===== config.mk =====
export PLATFORM = sky130hd
export DESIGN_NAME = json_token_lexer
export DESIGN_NICKNAME = d
export VERILOG_FILES = /design/src/design/jtl_pkg.sv /design/src/design/jtl_front.sv /design/src/design/jtl_queue.sv /design/src/design/jtl_back.sv /design/src/design/json_token_lexer.sv
export SDC_FILE = /design/constraint.sdc
export NUM_CORES = 1
export LEC_CHECK = 0
export BUFFER_PORTS_ARGS = -buffer_cell sky130_fd_sc_hd__buf_2
export CORE_MARGIN = 3
export CORE_UTILIZATION = 50
export DETAILED_ROUTE_END_ITERATION = 10
export PLACE_DENSITY = 0.78
export RECOVER_POWER = 50
export SLEW_MARGIN = 20
export SYNTH_ARGS = -nofsm -noshare
export SYNTH_HDL_FRONTEND = slang
export SYNTH_SLANG_ARGS = --single-unit

===== constraint.sdc =====
create_clock -name clk -period 8.85 [get_ports clk]
set_clock_uncertainty 0.2 [all_clocks]
set_input_delay 0.4425 -clock clk [delete_from_list [all_inputs] [get_ports clk]]
set_output_delay 0.4425 -clock clk [all_outputs]
set_load 0.1 [all_outputs]

===== src/design/jtl_pkg.sv =====
// Shared types and constants for the JSON token lexer.
// Used by every module of the lexer; depends on nothing.
`timescale 1ns / 1ps
`default_nettype none

package jtl_pkg;

  // Depth of the queue between the front and back halves.
  localparam int QUEUE_DEPTH = 4;
  localparam int QUEUE_AW    = $clog2(QUEUE_DEPTH);
  localparam int QUEUE_CW    = $clog2(QUEUE_DEPTH + 1);

  typedef enum logic [3:0] {
    KIND_EOF      = 4'd0,
    KIND_LBRACE   = 4'd1,
    KIND_RBRACE   = 4'd2,
    KIND_LBRACKET = 4'd3,
    KIND_RBRACKET = 4'd4,
    KIND_COLON    = 4'd5,
    KIND_COMMA    = 4'd6,
    KIND_STRING   = 4'd7,
    KIND_NUMBER   = 4'd8,
    KIND_BOOLEAN  = 4'd9,
    KIND_NULL     = 4'd10,
    KIND_ILLEGAL  = 4'd11
  } jtl_kind_t;

  typedef enum logic [2:0] {
    MODE_IDLE = 3'd0,
    MODE_STR  = 3'd1,
    MODE_NUM  = 3'd2,
    MODE_BOOL = 3'd3,
    MODE_NULL = 3'd4
  } jtl_mode_t;

  localparam logic [7:0] CH_NUL      = 8'h00;
  localparam logic [7:0] CH_TAB      = 8'h09;
  localparam logic [7:0] CH_LF       = 8'h0A;
  localparam logic [7:0] CH_VT       = 8'h0B;
  localparam logic [7:0] CH_FF       = 8'h0C;
  localparam logic [7:0] CH_CR       = 8'h0D;
  localparam logic [7:0] CH_SPACE    = 8'h20;
  localparam logic [7:0] CH_QUOTE    = 8'h22;
  localparam logic [7:0] CH_COMMA    = 8'h2C;
  localparam logic [7:0] CH_ZERO     = 8'h30;
  localparam logic [7:0] CH_NINE     = 8'h39;
  localparam logic [7:0] CH_COLON    = 8'h3A;
  localparam logic [7:0] CH_LBRACKET = 8'h5B;
  localparam logic [7:0] CH_RBRACKET = 8'h5D;
  localparam logic [7:0] CH_LC_F     = 8'h66;
  localparam logic [7:0] CH_LC_N     = 8'h6E;
  localparam logic [7:0] CH_LC_T     = 8'h74;
  localparam logic [7:0] CH_LBRACE   = 8'h7B;
  localparam logic [7:0] CH_RBRACE   = 8'h7D;

  // "null", indexed by the number of bytes already matched
  localparam logic [7:0] NULL_WORD [4] = '{8'h6E, 8'h75, 8'h6C, 8'h6C};

  typedef struct packed {
    logic [7:0] in_byte;
    logic       end_of_input;
  } jtl_in_t;

  typedef struct packed {
    jtl_kind_t  kind;
    logic [7:0] text_byte;
    logic       has_byte;
    logic       token_start;
    logic       token_end;
    logic       last_of_run;
  } jtl_out_t;

  // All results of one input byte: one or two items.
  typedef struct packed {
    logic     two;
    jtl_out_t first;
    jtl_out_t second;
  } jtl_entry_t;

endpackage

`default_nettype wire


===== src/design/jtl_front.sv =====
// Front half of the lexer: takes one byte per cycle while the queue has room, runs
// the mode machine and bundles the byte's results into one queue entry. Uses jtl_pkg.
`timescale 1ns / 1ps
`default_nettype none

module jtl_front (
  input  wire                  clk,
  input  wire                  rst_n,
  input  wire                  in_valid,
  output logic                 in_ready,
  input  jtl_pkg::jtl_in_t     in_data,
  input  wire                  q_ready,
  output logic                 q_push,
  output jtl_pkg::jtl_entry_t  q_data
);
  import jtl_pkg::*;

  jtl_mode_t  mode_r, mode_nxt;
  logic [1:0] cnt_r, cnt_nxt;

  logic [7:0] b;
  logic       eoi;
  logic       is_space;
  logic       is_delim;
  logic       null_match;
  logic       accept;

  // outcome of lexing b from idle
  logic       idle_v;
  jtl_out_t   idle_item;
  jtl_mode_t  idle_mode;
  logic [1:0] idle_cnt;

  jtl_out_t   r0, r1;
  logic [1:0] n;

  function automatic jtl_out_t mk_item(jtl_kind_t k, logic [7:0] by, logic has,
                                       logic s, logic e);
    jtl_out_t it;
    it.kind        = k;
    it.text_byte   = has ? by : 8'h00;
    it.has_byte    = has;
    it.token_start = s;
    it.token_end   = e;
    it.last_of_run = 1'b0;
    return it;
  endfunction

  assign b        = in_data.in_byte;
  assign eoi      = in_data.end_of_input || (b == CH_NUL);
  assign is_space = (b == CH_SPACE) || (b == CH_TAB) || (b == CH_LF) ||
                    (b == CH_VT) || (b == CH_FF) || (b == CH_CR);
  assign is_delim = is_space || (b == CH_COMMA) || (b == CH_RBRACE) ||
                    (b == CH_RBRACKET);
  assign null_match = (cnt_r != 2'd0) && (b == NULL_WORD[cnt_r]);

  assign in_ready = q_ready;
  assign accept   = in_valid && in_ready;

  always_comb begin
    idle_v    = 1'b1;
    idle_mode = MODE_IDLE;
    idle_cnt  = 2'd0;
    idle_item = mk_item(KIND_ILLEGAL, b, 1'b1, 1'b1, 1'b1);
    priority if (is_space) begin
      idle_v = 1'b0;
    end else if (b == CH_LBRACE) begin
      idle_item = mk_item(KIND_LBRACE, b, 1'b1, 1'b1, 1'b1);
    end else if (b == CH_RBRACE) begin
      idle_item = mk_item(KIND_RBRACE, b, 1'b1, 1'b1, 1'b1);
    end else if (b == CH_LBRACKET) begin
      idle_item = mk_item(KIND_LBRACKET, b, 1'b1, 1'b1, 1'b1);
    end else if (b == CH_RBRACKET) begin
      idle_item = mk_item(KIND_RBRACKET, b, 1'b1, 1'b1, 1'b1);
    end else if (b == CH_COLON) begin
      idle_item = mk_item(KIND_COLON, b, 1'b1, 1'b1, 1'b1);
    end else if (b == CH_COMMA) begin
      idle_item = mk_item(KIND_COMMA, b, 1'b1, 1'b1, 1'b1);
    end else if (b == CH_QUOTE) begin
      idle_mode = MODE_STR;
      idle_item = mk_item(KIND_STRING, b, 1'b0, 1'b1, 1'b0);
    end else if ((b >= CH_ZERO) && (b <= CH_NINE)) begin
      idle_mode = MODE_NUM;
      idle_item = mk_item(KIND_NUMBER, b, 1'b1, 1'b1, 1'b0);
    end else if ((b == CH_LC_T) || (b == CH_LC_F)) begin
      idle_mode = MODE_BOOL;
      idle_item = mk_item(KIND_BOOLEAN, b, 1'b1, 1'b1, 1'b0);
    end else if (b == CH_LC_N) begin
      idle_v    = 1'b0;
      idle_mode = MODE_NULL;
      idle_cnt  = 2'd1;
    end else begin
      idle_v = 1'b1;
    end
  end

  // next state
  always_comb begin
    mode_nxt = mode_r;
    cnt_nxt  = cnt_r;
    if (eoi) begin
      mode_nxt = MODE_IDLE;
      cnt_nxt  = 2'd0;
    end else begin
      unique case (mode_r)
        MODE_STR: begin
          if (b == CH_QUOTE) mode_nxt = MODE_IDLE;
        end
        MODE_NUM, MODE_BOOL: begin
          if (is_delim) begin
            mode_nxt = idle_mode;
            cnt_nxt  = idle_cnt;
          end
        end
        MODE_NULL: begin
          if (null_match && (cnt_r == 2'd3)) begin
            mode_nxt = MODE_IDLE;
            cnt_nxt  = 2'd0;
          end else if (null_match) begin
            cnt_nxt = cnt_r + 2'd1;
          end else begin
            mode_nxt = idle_mode;
            cnt_nxt  = idle_cnt;
          end
        end
        default: begin
          mode_nxt = idle_mode;
          cnt_nxt  = idle_cnt;
        end
      endcase
    end
  end

  // results of the current byte
  always_comb begin
    r0 = idle_item;
    r1 = idle_item;
    n  = {1'b0, idle_v};
    if (eoi) begin
      r1 = mk_item(KIND_EOF, b, 1'b0, 1'b1, 1'b1);
      n  = 2'd2;
      unique case (mode_r)
        MODE_STR:  r0 = mk_item(KIND_STRING, b, 1'b0, 1'b0, 1'b1);
        MODE_NUM:  r0 = mk_item(KIND_NUMBER, b, 1'b0, 1'b0, 1'b1);
        MODE_BOOL: r0 = mk_item(KIND_BOOLEAN, b, 1'b0, 1'b0, 1'b1);
        MODE_NULL: r0 = mk_item(KIND_ILLEGAL, b, 1'b0, 1'b1, 1'b1);
        default: begin
          r0 = r1;
          n  = 2'd1;
        end
      endcase
    end else begin
      unique case (mode_r)
        MODE_STR: begin
          n = 2'd1;
          if (b == CH_QUOTE) r0 = mk_item(KIND_STRING, b, 1'b0, 1'b0, 1'b1);
          else               r0 = mk_item(KIND_STRING, b, 1'b1, 1'b0, 1'b0);
        end
        MODE_NUM, MODE_BOOL: begin
          if (is_delim) begin
            r0 = mk_item((mode_r == MODE_NUM) ? KIND_NUMBER : KIND_BOOLEAN,
                         b, 1'b0, 1'b0, 1'b1);
            n  = idle_v ? 2'd2 : 2'd1;
          end else begin
            r0 = mk_item((mode_r == MODE_NUM) ? KIND_NUMBER : KIND_BOOLEAN,
                         b, 1'b1, 1'b0, 1'b0);
            n  = 2'd1;
          end
        end
        MODE_NULL: begin
          if (null_match && (cnt_r == 2'd3)) begin
            r0 = mk_item(KIND_NULL, b, 1'b0, 1'b1, 1'b1);
            n  = 2'd1;
          end else if (null_match) begin
            n = 2'd0;
          end else begin
            r0 = mk_item(KIND_ILLEGAL, b, 1'b0, 1'b1, 1'b1);
            n  = idle_v ? 2'd2 : 2'd1;
          end
        end
        default: begin
          r0 = idle_item;
          n  = {1'b0, idle_v};
        end
      endcase
    end
    r0.last_of_run = (n == 2'd1);
    r1.last_of_run = 1'b1;
  end

  assign q_push        = accept && (n != 2'd0);
  assign q_data.two    = (n == 2'd2);
  assign q_data.first  = r0;
  assign q_data.second = r1;

  always_ff @(posedge clk) begin
    if (!rst_n) begin
      mode_r <= MODE_IDLE;
      cnt_r  <= 2'd0;
    end else if (accept) begin
      mode_r <= mode_nxt;
      cnt_r  <= cnt_nxt;
    end
  end

  // the match counter only runs while matching null
  a_cnt_idle: assert property (@(posedge clk) disable iff (!rst_n)
    (mode_r != MODE_NULL) |-> (cnt_r == 2'd0))
    else $error("null match count set outside null mode");

  a_null_partial: assert property (@(posedge clk) disable iff (!rst_n)
    (accept && (mode_r == MODE_NULL) && !eoi && null_match && (cnt_r != 2'd3))
      |=> (mode_r == MODE_NULL) && (cnt_r == $past(cnt_r) + 2'd1))
    else $error("partial null match did not advance");

  a_eoi_idle: assert property (@(posedge clk) disable iff (!rst_n)
    (accept && eoi) |=> (mode_r == MODE_IDLE))
    else $error("end of input left lexer busy");

endmodule

`default_nettype wire


===== src/design/jtl_queue.sv =====
// Short queue of result entries between the front and back halves.
// Uses jtl_pkg for the entry type and depth.
`timescale 1ns / 1ps
`default_nettype none

module jtl_queue (
  input  wire                  clk,
  input  wire                  rst_n,
  input  wire                  push,
  input  jtl_pkg::jtl_entry_t  push_data,
  output logic                 push_ready,
  input  wire                  pop,
  output logic                 pop_valid,
  output jtl_pkg::jtl_entry_t  pop_data
);
  import jtl_pkg::*;

  jtl_entry_t            mem [QUEUE_DEPTH];
  logic [QUEUE_AW-1:0]   wr_ptr_r, rd_ptr_r;
  logic [QUEUE_CW-1:0]   count_r, count_nxt;

  assign push_ready = (count_r != QUEUE_CW'(QUEUE_DEPTH));
  assign pop_valid  = (count_r != '0);
  assign pop_data   = mem[rd_ptr_r];

  always_comb begin
    count_nxt = count_r;
    if (push && !pop)      count_nxt = count_r + 1'b1;
    else if (!push && pop) count_nxt = count_r - 1'b1;
  end

  always_ff @(posedge clk) begin
    if (push) mem[wr_ptr_r] <= push_data;
  end

  always_ff @(posedge clk) begin
    if (!rst_n) begin
      wr_ptr_r <= '0;
      rd_ptr_r <= '0;
      count_r  <= '0;
    end else begin
      if (push) wr_ptr_r <= wr_ptr_r + 1'b1;
      if (pop)  rd_ptr_r <= rd_ptr_r + 1'b1;
      count_r <= count_nxt;
    end
  end

  a_no_overflow: assert property (@(posedge clk) disable iff (!rst_n)
    push |-> push_ready)
    else $error("push into full queue");

  a_no_underflow: assert property (@(posedge clk) disable iff (!rst_n)
    pop |-> pop_valid)
    else $error("pop from empty queue");

  a_count_range: assert property (@(posedge clk) disable iff (!rst_n)
    count_r <= QUEUE_CW'(QUEUE_DEPTH))
    else $error("queue count out of range");

endmodule

`default_nettype wire


===== src/design/jtl_back.sv =====
// Back half of the lexer: splits queue entries into single result items
// and holds them in the output register. Uses jtl_pkg.
`timescale 1ns / 1ps
`default_nettype none

module jtl_back (
  input  wire                  clk,
  input  wire                  rst_n,
  input  wire                  q_valid,
  input  jtl_pkg::jtl_entry_t  q_data,
  output logic                 q_pop,
  output logic                 out_valid,
  input  wire                  out_ready,
  output jtl_pkg::jtl_out_t    out_data
);
  import jtl_pkg::*;

  logic     out_valid_r;
  jtl_out_t out_data_r;
  logic     sel_r;      // head entry's first item already loaded
  logic     load;

  assign load      = q_valid && (!out_valid_r || out_ready);
  assign q_pop     = load && (!q_data.two || sel_r);
  assign out_valid = out_valid_r;
  assign out_data  = out_data_r;

  always_ff @(posedge clk) begin
    if (load) out_data_r <= sel_r ? q_data.second : q_data.first;
  end

  always_ff @(posedge clk) begin
    if (!rst_n) begin
      out_valid_r <= 1'b0;
      sel_r       <= 1'b0;
    end else begin
      if (load)           out_valid_r <= 1'b1;
      else if (out_ready) out_valid_r <= 1'b0;
      if (load) sel_r <= q_data.two && !sel_r;
    end
  end

  a_sel_pair: assert property (@(posedge clk) disable iff (!rst_n)
    sel_r |-> (q_valid && q_data.two))
    else $error("second item pending without a paired entry");

  a_second_last: assert property (@(posedge clk) disable iff (!rst_n)
    (load && sel_r) |=> out_data_r.last_of_run)
    else $error("second item of a pair is not last of run");

  a_held_on_stall: assert property (@(posedge clk) disable iff (!rst_n)
    (out_valid_r && !out_ready) |=> out_valid_r && $stable(out_data_r))
    else $error("result changed while stalled");

endmodule

`default_nettype wire


===== src/design/json_token_lexer.sv =====
// Top level of the JSON token lexer: front half, entry queue, back half.
// Uses jtl_pkg, jtl_front, jtl_queue and jtl_back.
`timescale 1ns / 1ps
`default_nettype none

// Takes JSON text one byte per transfer and returns token items on the out
// channel. A byte is taken every cycle while the four-entry queue between the
// front and back halves has room; each byte produces zero, one or two result
// items, and the output register sends one item per cycle while out_ready is
// high, so the sustained rate is one byte per cycle when each byte yields at
// most one item, else as fast as the output sends items. Results pass the
// queue, then the output register. A zero byte acts as end of input.
module json_token_lexer (
  input  wire                clk,
  input  wire                rst_n,
  input  wire                in_valid,
  output logic               in_ready,
  input  jtl_pkg::jtl_in_t   in_data,
  output logic               out_valid,
  input  wire                out_ready,
  output jtl_pkg::jtl_out_t  out_data
);
  import jtl_pkg::*;

  logic       q_push, q_ready, q_valid, q_pop;
  jtl_entry_t q_wdata, q_rdata;

  jtl_front u_front (
    .clk      (clk),
    .rst_n    (rst_n),
    .in_valid (in_valid),
    .in_ready (in_ready),
    .in_data  (in_data),
    .q_ready  (q_ready),
    .q_push   (q_push),
    .q_data   (q_wdata)
  );

  jtl_queue u_queue (
    .clk        (clk),
    .rst_n      (rst_n),
    .push       (q_push),
    .push_data  (q_wdata),
    .push_ready (q_ready),
    .pop        (q_pop),
    .pop_valid  (q_valid),
    .pop_data   (q_rdata)
  );

  jtl_back u_back (
    .clk       (clk),
    .rst_n     (rst_n),
    .q_valid   (q_valid),
    .q_data    (q_rdata),
    .q_pop     (q_pop),
    .out_valid (out_valid),
    .out_ready (out_ready),
    .out_data  (out_data)
  );

endmodule

`default_nettype wire

==> results_dict.tcl, run 1 <==
set metrics [dict create \
    grt_max_degree 32 \
    clock_sinks 156 \
    tritoncts "yes" \
    yosys.area_share.adder_pct 1.72 \
    die_w_um 124 \
    start_kind "register" \
    slowest_stage "clkbuf_1" \
    crit_type "reg2reg" \
    clk_pin_slew_worst_paths_ps 60 \
    finalCriticalPeriod_ps 4690 \
    ys_async_sr_fraction_pct 0 \
    critPathMaxStageDelay_ps 1870 \
    synth_area_leaders "edfxtp_1 (60%), mux4_2 (10%), dfxtp_1 (4.6%)" \
    drv_slew 52 \
    status "complete, but fails checks" \
    drt.antenna.violating_nets 0 \
    layout_setup_ws_ps 4160 \
    fin_crit_sh_pct 53.0 \
    n_antenna_cell 0 \
    reg2reg_to "u_queue.count_r[2]" \
    netlist_top_cells_count "edfxtp_1 (140), nand2_1 (65), mux4_2 (31)" \
    dieArea_sq_um 15400 \
    avgViaCountPerCell 5.93 \
    use_met2_pct 30.6 \
    post-cts-setup-buffers 0 \
    postCtsHoldBufs 0 \
    root_buffer "clkbuf_16" \
    yosys.area.top_type "edfxtp_1" \
    busiest_layer "met2" \
    vias 4101 \
    timing.setup.tns_ps 0 \
    use_met3_pct 4.36 \
    ys_seq_area_share_pct 64.9 \
    hold-worst-slack_ps 89.4 \
    antenna_found_initial 0 \
    worst_ep_required_time_ps 8990 \
    crit_path_end_kind "register" \
    clk_latency_ps 410 \
    min_path_type "in2reg" \
    drive_gt1_share_pct 17.3 \
    yosysMostFrequentCell "edfxtp_1" \
    fillers 1065 \
    worst_pin_slew_ps 2640 \
    synth_nets 494 \
    grt_pass1_wl_mm 22.5 \
    hold_viol_final 0 \
    synth_area_sq_um 6980 \
    syn_avg_cell_area_sq_um 14.8 \
    port_buffers 30 \
    maxCapViolCount 2 \
    core_area_sq_um 13500 \
    synthCells 472 \
    synth_seq_cells 156 \
    synth_top_family_by_area "simple AND/OR/NAND/NOR gates" \
    nets 524 \
    setup_viol 0 \
    place_ws_ps 4990 \
    post_cts_resized 0 \
    htree_num_levels 4 \
    grt_pass1_vias 4084 \
    reg2reg_depth 10 \
    ff2ff_setup_slack_ps 4160 \
    overflow 0 \
    synth_mux_area_share_pct 11.2 \
    area_growth_pct 11.4 \
    drt_iter0_markers 593 \
    path_common_cell "inv_1" \
    synth_ff_type "edfxtp_1" \
    start_util_pct 51.9 \
    power_density_nw_per_um2 304 \
    relSlewSlack_pct -76.1 \
    cts_buffers 17 \
    synth_top_area_share_pct 60.3 \
    vdd_drop_max_v 0.000138 \
    rsz0062_at_grt "no" \
    max_freq_ghz 0.213 \
    drtPass1Iterations 5 \
    drc_errors 0 \
    synthSimpleGateAreaFrac_pct 12.1 \
    yosysWarnings 0 \
    path_cells "clkbuf_1 > mux4_2 > a21boi_0 > inv_1 > ha_1 > inv_1 > fa_1 > xor2_1 > or3_1 > a21oi_1" \
    pin_count 31 \
    dp_hpwl_mm 8.90 \
    postRouteWirelength_mm 14.2 \
    worstPathArrival_ps 4830 \
    violations "max-capacitance violations, max-slew violations" \
    synth_xor_area_share_pct 0.753 \
    synth_edf_count 140 \
    post_drt_wl_per_cell_um 20.5 \
    track_usage_pct 19.9 \
    path_max_fanout 31 \
    cts_buffer_depth 2 \
    leakage_nw 2.54 \
    die_h_um 124 \
    num_rows 42 \
    ys_types 73 \
    synth-compound-area-share_pct 6.65 \
    grtUsageMet1_pct 28.6 \
    place.gp.congestion 0.845 \
    crit_path_end "u_queue.count_r[2]" \
]
-- critical path, delay by kind of cell (launching register included) --
family,cells,cell delay [ps]
XOR/XNOR,1,80
adder cells (fa/ha/maj),2,400
AO/OA/AOI/OAI,2,550
AND/OR/NAND/NOR,1,310
buffers and inverters,3,2070
flip-flops,1,310
multiplexers,1,710
-- power by group --
part | switching [mW] | internal (mW)
logic | 0.484 | 0.164
clock network | 0.279 | 0.444
registers | 0.0551 | 0.933
total | 0.818 | 1.54
-- how the worst min path moves through the flow --
stage / startpoint / endpoint / slack [ps] / cells after the start
after global routing: out_ready / u_back.out_valid / 90 / 4
after CTS: out_ready / u_back.out_valid / 100 / 4
after global placement: u_back.out_valid / u_back.out_valid / 260 / 2
after detailed placement: u_back.out_valid / u_back.out_valid / 290 / 2
after floorplan: u_queue.wr_ptr_r[1] / u_queue.wr_ptr_r[1] / 270 / 2
final: out_ready / u_back.out_valid / 90 / 4
-- cell type report --
type,count,area (sq um),area share (%)
Timing Repair Buffer,35,154,1.98
Clock buffer,18,429,5.53
Clock inverter,14,169,2.17
Sequential cell,156,4530,58.3
Tap cell,176,220,2.84
Inverter,17,63.8,0.822
Multi-Input combinational cell,275,2200,28.4
-- registers in the layout, summed over array words and instances (netlist names), named ones only --
signal            cells
u_front.mode_r        3
u_front.cnt_r         2
u_queue.wr_ptr_r      2
u_queue.mem         124
u_back.out_data      16
u_back.out_valid      1
u_back.sel_r          1
u_queue.count_r       3
u_queue.rd_ptr_r      2
-- through the flow --
stage	std cells	power [mW]	utilization, %	instance area, sq um
2_1_floorplan	472	1.53	-	6980
3_3_place_gp	659	1.65	54.0	7260
3_5_place_dp	659	1.67	54.0	7270
4_1_cts	691	2.39	58.5	7870
5_1_grt	691	2.46	57.7	7770
6_report	691	2.36	57.7	7770
-- kinds of logic (layout without fill, tap and decap cells) --
logic type / count (synthesis) / count (layout)
XOR/XNOR: 6 / 6
buffers and inverters: 41 / 84
adder cells (fa/ha/maj): 9 / 9
flip-flops: 156 / 156
AO/OA/AOI/OAI: 62 / 62
multiplexers: 39 / 39
AND/OR/NAND/NOR: 159 / 159
-- placed cells by master (no fill, tap or decap), types with 6 or more instances in the layout --
cell,count
nand3_1,7
clkbuf_1,26
nor2b_1,8
o21ai_0,10
a21oi_1,13
and2_1,10
nor2_1,23
ha_1,8
clkbuf_16,17
nor3_1,7
edfxtp_1,140
dfxtp_1,14
mux2i_1,7
buf_2,6
a211oi_1,7
inv_1,17
nand2_1,65
mux4_2,31
-- routing by layer --
layer,up-vias,part of all wire [%]
met4,0,0.99
met1,2044,44
met2,177,48
met3,9,7.4
met5,-,0
li1,1871,-
(Power assumes the default switching activity.)
==> run 2: changes to the inputs <==
- clock period: 8.85 -> 4.9 ns (I/O delays scaled with it)
==> run 2 against run 1 <==
- the run still ends with max-capacitance violations, max-slew violations left
- clock-buffer cell count is 1 lower
- worst hold slack better by 48 ps
- routed wire length stayed put
- clock power is 76% higher
- total power is 79% higher
- final area is 0.53% higher
- sequential share of layout area is 0.34 points lower
- register-to-register slack worse by 3000 ps
- die area stayed put
- largest cell class unchanged
==> results_dict.tcl, run 2 (synthesis gave the netlist of run 1 again) <==
set metrics [dict create \
    overflow 0 \
    core_area_sq_um 13500 \
    crit_path_end_kind "register" \
    violations "max-capacitance violations, max-slew violations" \
    crit_type "reg2reg" \
    drc_errors 0 \
    grt_pass1_wl_mm 22.0 \
    utilization_pct 58.0 \
    drt_iter0_markers 431 \
    placed_area_sq_um 7280 \
    grt_max_degree 32 \
    multi_input_area_sq_um 2240 \
    critPathMaxStageDelay_ps 610 \
    drt.antenna.violating_nets 0 \
    post_drt_wl_per_cell_um 20.4 \
    antenna_found_initial 0 \
    clk_latency_ps 420 \
    dp_hpwl_mm 8.95 \
    track_usage_pct 19.5 \
    worst_ep_required_time_ps 5050 \
    tritoncts "yes" \
    max_freq_ghz 0.268 \
    start_util_pct 51.9 \
    drive_gt1_share_pct 17.9 \
    setup_viol 0 \
    maxCapViolCount 1 \
    cts_buffer_depth 2 \
    layout.cells.most_common "edfxtp_1" \
    hold-worst-slack_ps 138 \
    final_cells 695 \
    vias 4124 \
    htree_num_levels 4 \
    root_buffer "clkbuf_16" \
    post-cts-setup-buffers 0 \
    leakage_nw 2.56 \
    rsz0062_at_grt "no" \
    finalCriticalPeriod_ps 3730 \
    place_inst 661 \
    die_w_um 124 \
    vdd_drop_max_v 0.000275 \
    status "complete, but fails checks" \
    nets 528 \
    seqCellArea_sq_um 4520 \
    min_path_type "in2reg" \
    dieArea_sq_um 15400 \
    hold_viol_final 0 \
    worst_pin_slew_ps 2500 \
    design_area_sq_um 7810 \
    clk_pin_slew_worst_paths_ps 70 \
    n_antenna_cell 0 \
    num_rows 42 \
    regMostFlops "u_queue.mem" \
    layout_common_cells "edfxtp_1 (140), nand2_1 (65), mux4_2 (31)" \
    postCtsHoldBufs 2 \
    fillers 1091 \
    cts_buffers 17 \
    drv_slew 31 \
    fin_crit_sh_pct 76.2 \
    clock_sinks 156 \
    largest_register_ffs 124 \
    power_density_nw_per_um2 542 \
    pin_count 31 \
    post_cts_resized 0 \
    place.gp.congestion 0.837 \
    area_growth_pct 11.9 \
    worstPathArrival_ps 3880 \
    port_buffers 30 \
    relSlewSlack_pct -66.9 \
    drtPass1Iterations 5 \
    start_kind "register" \
    slowest_stage "a2111oi_2" \
    path_cells "inv_1 > ha_1 > or4b_1 > a2111oi_2 > mux2i_1 > o211ai_1 > a21oi_2 > ha_1 > inv_1 > fa_1 > xor2_1 > or3_1 > a21oi_1" \
    path_max_fanout 6 \
    postRouteWirelength_mm 14.2 \
    timing.setup.tns_ps 0 \
    die_h_um 124 \
    avgViaCountPerCell 5.93 \
    grt_pass1_vias 4024 \
]
==> run 2: changes by cell type in the layout (fill, tap and decap cells not counted), moves of 2 or more <==
cell	delta
inv_6	+6
dfxtp_2	-2
a2111oi_0	-2
clkinvlp_4	-2
bufinv_16	-2
dfxtp_1	+2
inv_8	+2
dlygate4sd3_1	+2
==> run 2: final timing paths <==
kind | startpoint | to | slack, ps | cells after the start
hold reg to reg | u_queue.wr_ptr_r[1] | u_queue.wr_ptr_r[1] | 300 | 2
setup reg to reg | u_front.cnt_r[1] | u_queue.count_r[2] | 1170 | 13
hold / removal | in_valid | u_queue.wr_ptr_r[1] | 140 | 4
setup / recovery | u_front.cnt_r[1] | u_queue.count_r[2] | 1170 | 13
==> run 2: power breakdown <==
group	internal, mW	leakage, nW	switching (mW)	total (mW)
clock	0.718	0.280	0.550	1.27
combinational	0.300	0.877	0.903	1.20
sequential	1.68	1.40	0.0778	1.76
total	2.70	2.56	1.53	4.23
==> run 2: cell type report <==
class                           instances  area share, %
Clock buffer                           17           5.45
Clock inverter                         15           1.94
Inverter                               17          0.817
Multi-Input combinational cell        275           28.7
Sequential cell                       156           57.9
Tap cell                              176           2.82
Timing Repair Buffer                   39           2.36
==> run 2: per-layer routing <==
| metal | track usage (%) | vias to the layer above | routed length, um |
|---|---|---|---|
| li1 | - | 1879 | - |
| met1 | 26.5 | 2066 | 6010 |
| met2 | 31.9 | 161 | 7030 |
| met3 | 3.81 | 18 | 910 |
| met4 | 6.84 | 0 | 255 |
| met5 | 0 | - | 0 |
==> run 2: stage by stage <==
step | power (mW) | setup slack (ps)
2_1_floorplan | 2.77 | 1450
3_3_place_gp | 2.97 | 1330
3_5_place_dp | 3.01 | 1230
4_1_cts | 4.28 | 1320
5_1_grt | 4.39 | 844
6_report | 4.23 | 1170
==> run 2: critical path: cells and delay by family, from the launching register on <==
kind                     cells  cell delay (ps)
AND/OR/NAND/NOR              2              850
adder cells (fa/ha/maj)      3              610
AO/OA/AOI/OAI                4             1260
multiplexers                 1              150
XOR/XNOR                     1               70
buffers and inverters        2              150
flip-flops                   1              360
==> run 3: changes to the inputs <==
- clock period: 4.9 -> 3.75 ns (I/O delays scaled with it)
==> run 3 against run 2 <==
- the run now ends clean
- clock-buffer cell count is the same
- flip-flop and latch count is the same
- largest power group unchanged
- utilization rose by 0.72 points
- sequential power is 29% higher
- highest routed layer unchanged
- fmax is 4.2% higher
- via count shrank 0.51%
- final area is 1.2% higher
- critical path type unchanged
==> results_dict.tcl, run 3 (synthesis gave the netlist of run 1 again) <==
set metrics [dict create \
    status "completed" \
    largest_register_ffs 124 \
    drv_slew 0 \
    clock_sinks 156 \
    track_usage_pct 19.7 \
    hold_end "u_queue.wr_ptr_r[1]" \
    finalCriticalPeriod_ps 3580 \
    vias 4103 \
    drt.antenna.violating_nets 0 \
    layout.cells.most_common "edfxtp_1" \
    regMostFlops "u_queue.mem" \
    start_kind "register" \
    dieArea_sq_um 15400 \
    fin_crit_sh_pct 95.5 \
    tritoncts "yes" \
    timing.setup.tns_ps 0 \
    place_ws_ps 224 \
    setup_viol 0 \
    crit_start "u_front.cnt_r[1]" \
    min_path_type "in2reg" \
    cts_buffers 17 \
    post-cts-setup-buffers 0 \
    wl_met2_mm 6.50 \
    overflow 0 \
    min_from "in_valid" \
    reg2reg_depth 7 \
    power_density_nw_per_um2 702 \
    postRouteWirelength_mm 13.8 \
    area_growth_pct 13.3 \
    place.gp.congestion 0.833 \
    cp.buffers_inverters 1 \
    power_mw 5.55 \
    path_max_fanout 5 \
    drc_errors 0 \
    post_drt_wl_per_cell_um 19.6 \
    clk_latency_ps 420 \
    wl_met1_mm 6.33 \
    grt_pass1_wl_mm 22.3 \
    cts_buffer_depth 2 \
    worstPathArrival_ps 3510 \
    antenna_found_initial 0 \
    start_util_pct 51.9 \
    drtPass1Iterations 4 \
    n_antenna_cell 0 \
    pin_count 31 \
    die_w_um 124 \
    critPathMaxStageDelay_ps 690 \
    vdd_drop_max_v 0.000357 \
    root_buffer "clkbuf_16" \
    crit_type "reg2reg" \
    crit_path_end_kind "register" \
    layout_common_cells "edfxtp_1 (140), nand2_1 (65), mux4_2 (31)" \
    critPathTopFamily "simple AND/OR/NAND/NOR gates" \
    die_h_um 124 \
    relSlewSlack_pct 22.0 \
    avgViaCountPerCell 5.83 \
    slowest_stage "nor3b_1" \
    hold_viol_final 0 \
    r2r-start "u_front.cnt_r[1]" \
    leakage_nw 2.61 \
    max_freq_ghz 0.279 \
    drt_iter0_markers 407 \
    hold-worst-slack_ps 73.2 \
    clk_pin_slew_worst_paths_ps 70 \
    port_buffers 30 \
    grt_max_degree 32 \
    reg2reg_to "u_queue.mem[1][29]" \
    rsz0062_at_grt "no" \
    min_path_cells 4 \
    path_cells "inv_1 > ha_1 > or4b_4 > a2111oi_4 > nor3b_1 > nor2_1 > o21ai_0" \
    layout_setup_ws_ps 170 \
    core_area_sq_um 13500 \
    worst_pin_slew_ps 1180 \
    drive_gt1_share_pct 19.5 \
    dr.max_layer_used "met4" \
    nets 537 \
    dr_wl_met3_um 698 \
    worst_ep_required_time_ps 3680 \
    ff2ff_setup_slack_ps 170 \
    grt_pass1_vias 4157 \
    htree_num_levels 4 \
    maxCapViolCount 0 \
    dp_hpwl_mm 8.94 \
    num_rows 42 \
]
run 3: worst max path at each step:
stage	to	cells after the start
floorplan	u_queue.count_r[2]	9
global placement	u_queue.count_r[2]	11
detailed placement	u_queue.count_r[2]	11
CTS	u_queue.count_r[2]	11
global route	u_queue.count_r[2]	12
finish	u_queue.mem[1][29]	7
run 3: where the power goes:
part / switching, mW / internal, mW / leakage [nW]
clock network: 0.703 / 0.992 / 0.281
registers: 0.0728 / 2.20 / 1.40
logic: 1.19 / 0.396 / 0.927
run 3: final cells by class:
cell class,instances,area (sq um)
tap,176,220
fill,1070,5550
timing repair buffer,48,245
multi-input combinational,275,2260
clock buffer,17,425
clock inverter,15,164
inverter,17,63.8
sequential,156,4530
run 3: through the flow:
step	cell area, sq um	std cells	utilization, %
2_1_floorplan	6980	472	-
3_3_place_gp	7340	670	54.6
5_1_grt	7910	704	58.8
3_5_place_dp	7340	670	54.6
6_report	7910	704	58.8
4_1_cts	7950	704	59.1
run 3: repair_timing:
item | 4_1_cts | 5_1_grt
endpoints found under the setup margin | 0 | 1
endpoints found under the hold margin | 7 | 0
hold buffers | 2 | 0
resized for setup | 0 | 3
run 3: layer usage:
metal | track usage (%) | vias to the layer above
met5 | 0 | -
met4 | 7.19 | 0
met3 | 5.04 | 22
met2 | 30.2 | 142
met1 | 27.5 | 2043
li1 | - | 1896
run 3: worst reg2reg max path, cell delays in order (launching register included):
cell and delay [ps]:
dfxtp_1 370, inv_1 70, ha_1 190, or4b_4 520, a2111oi_4 500, nor3b_1 690, nor2_1 160, o21ai_0 580
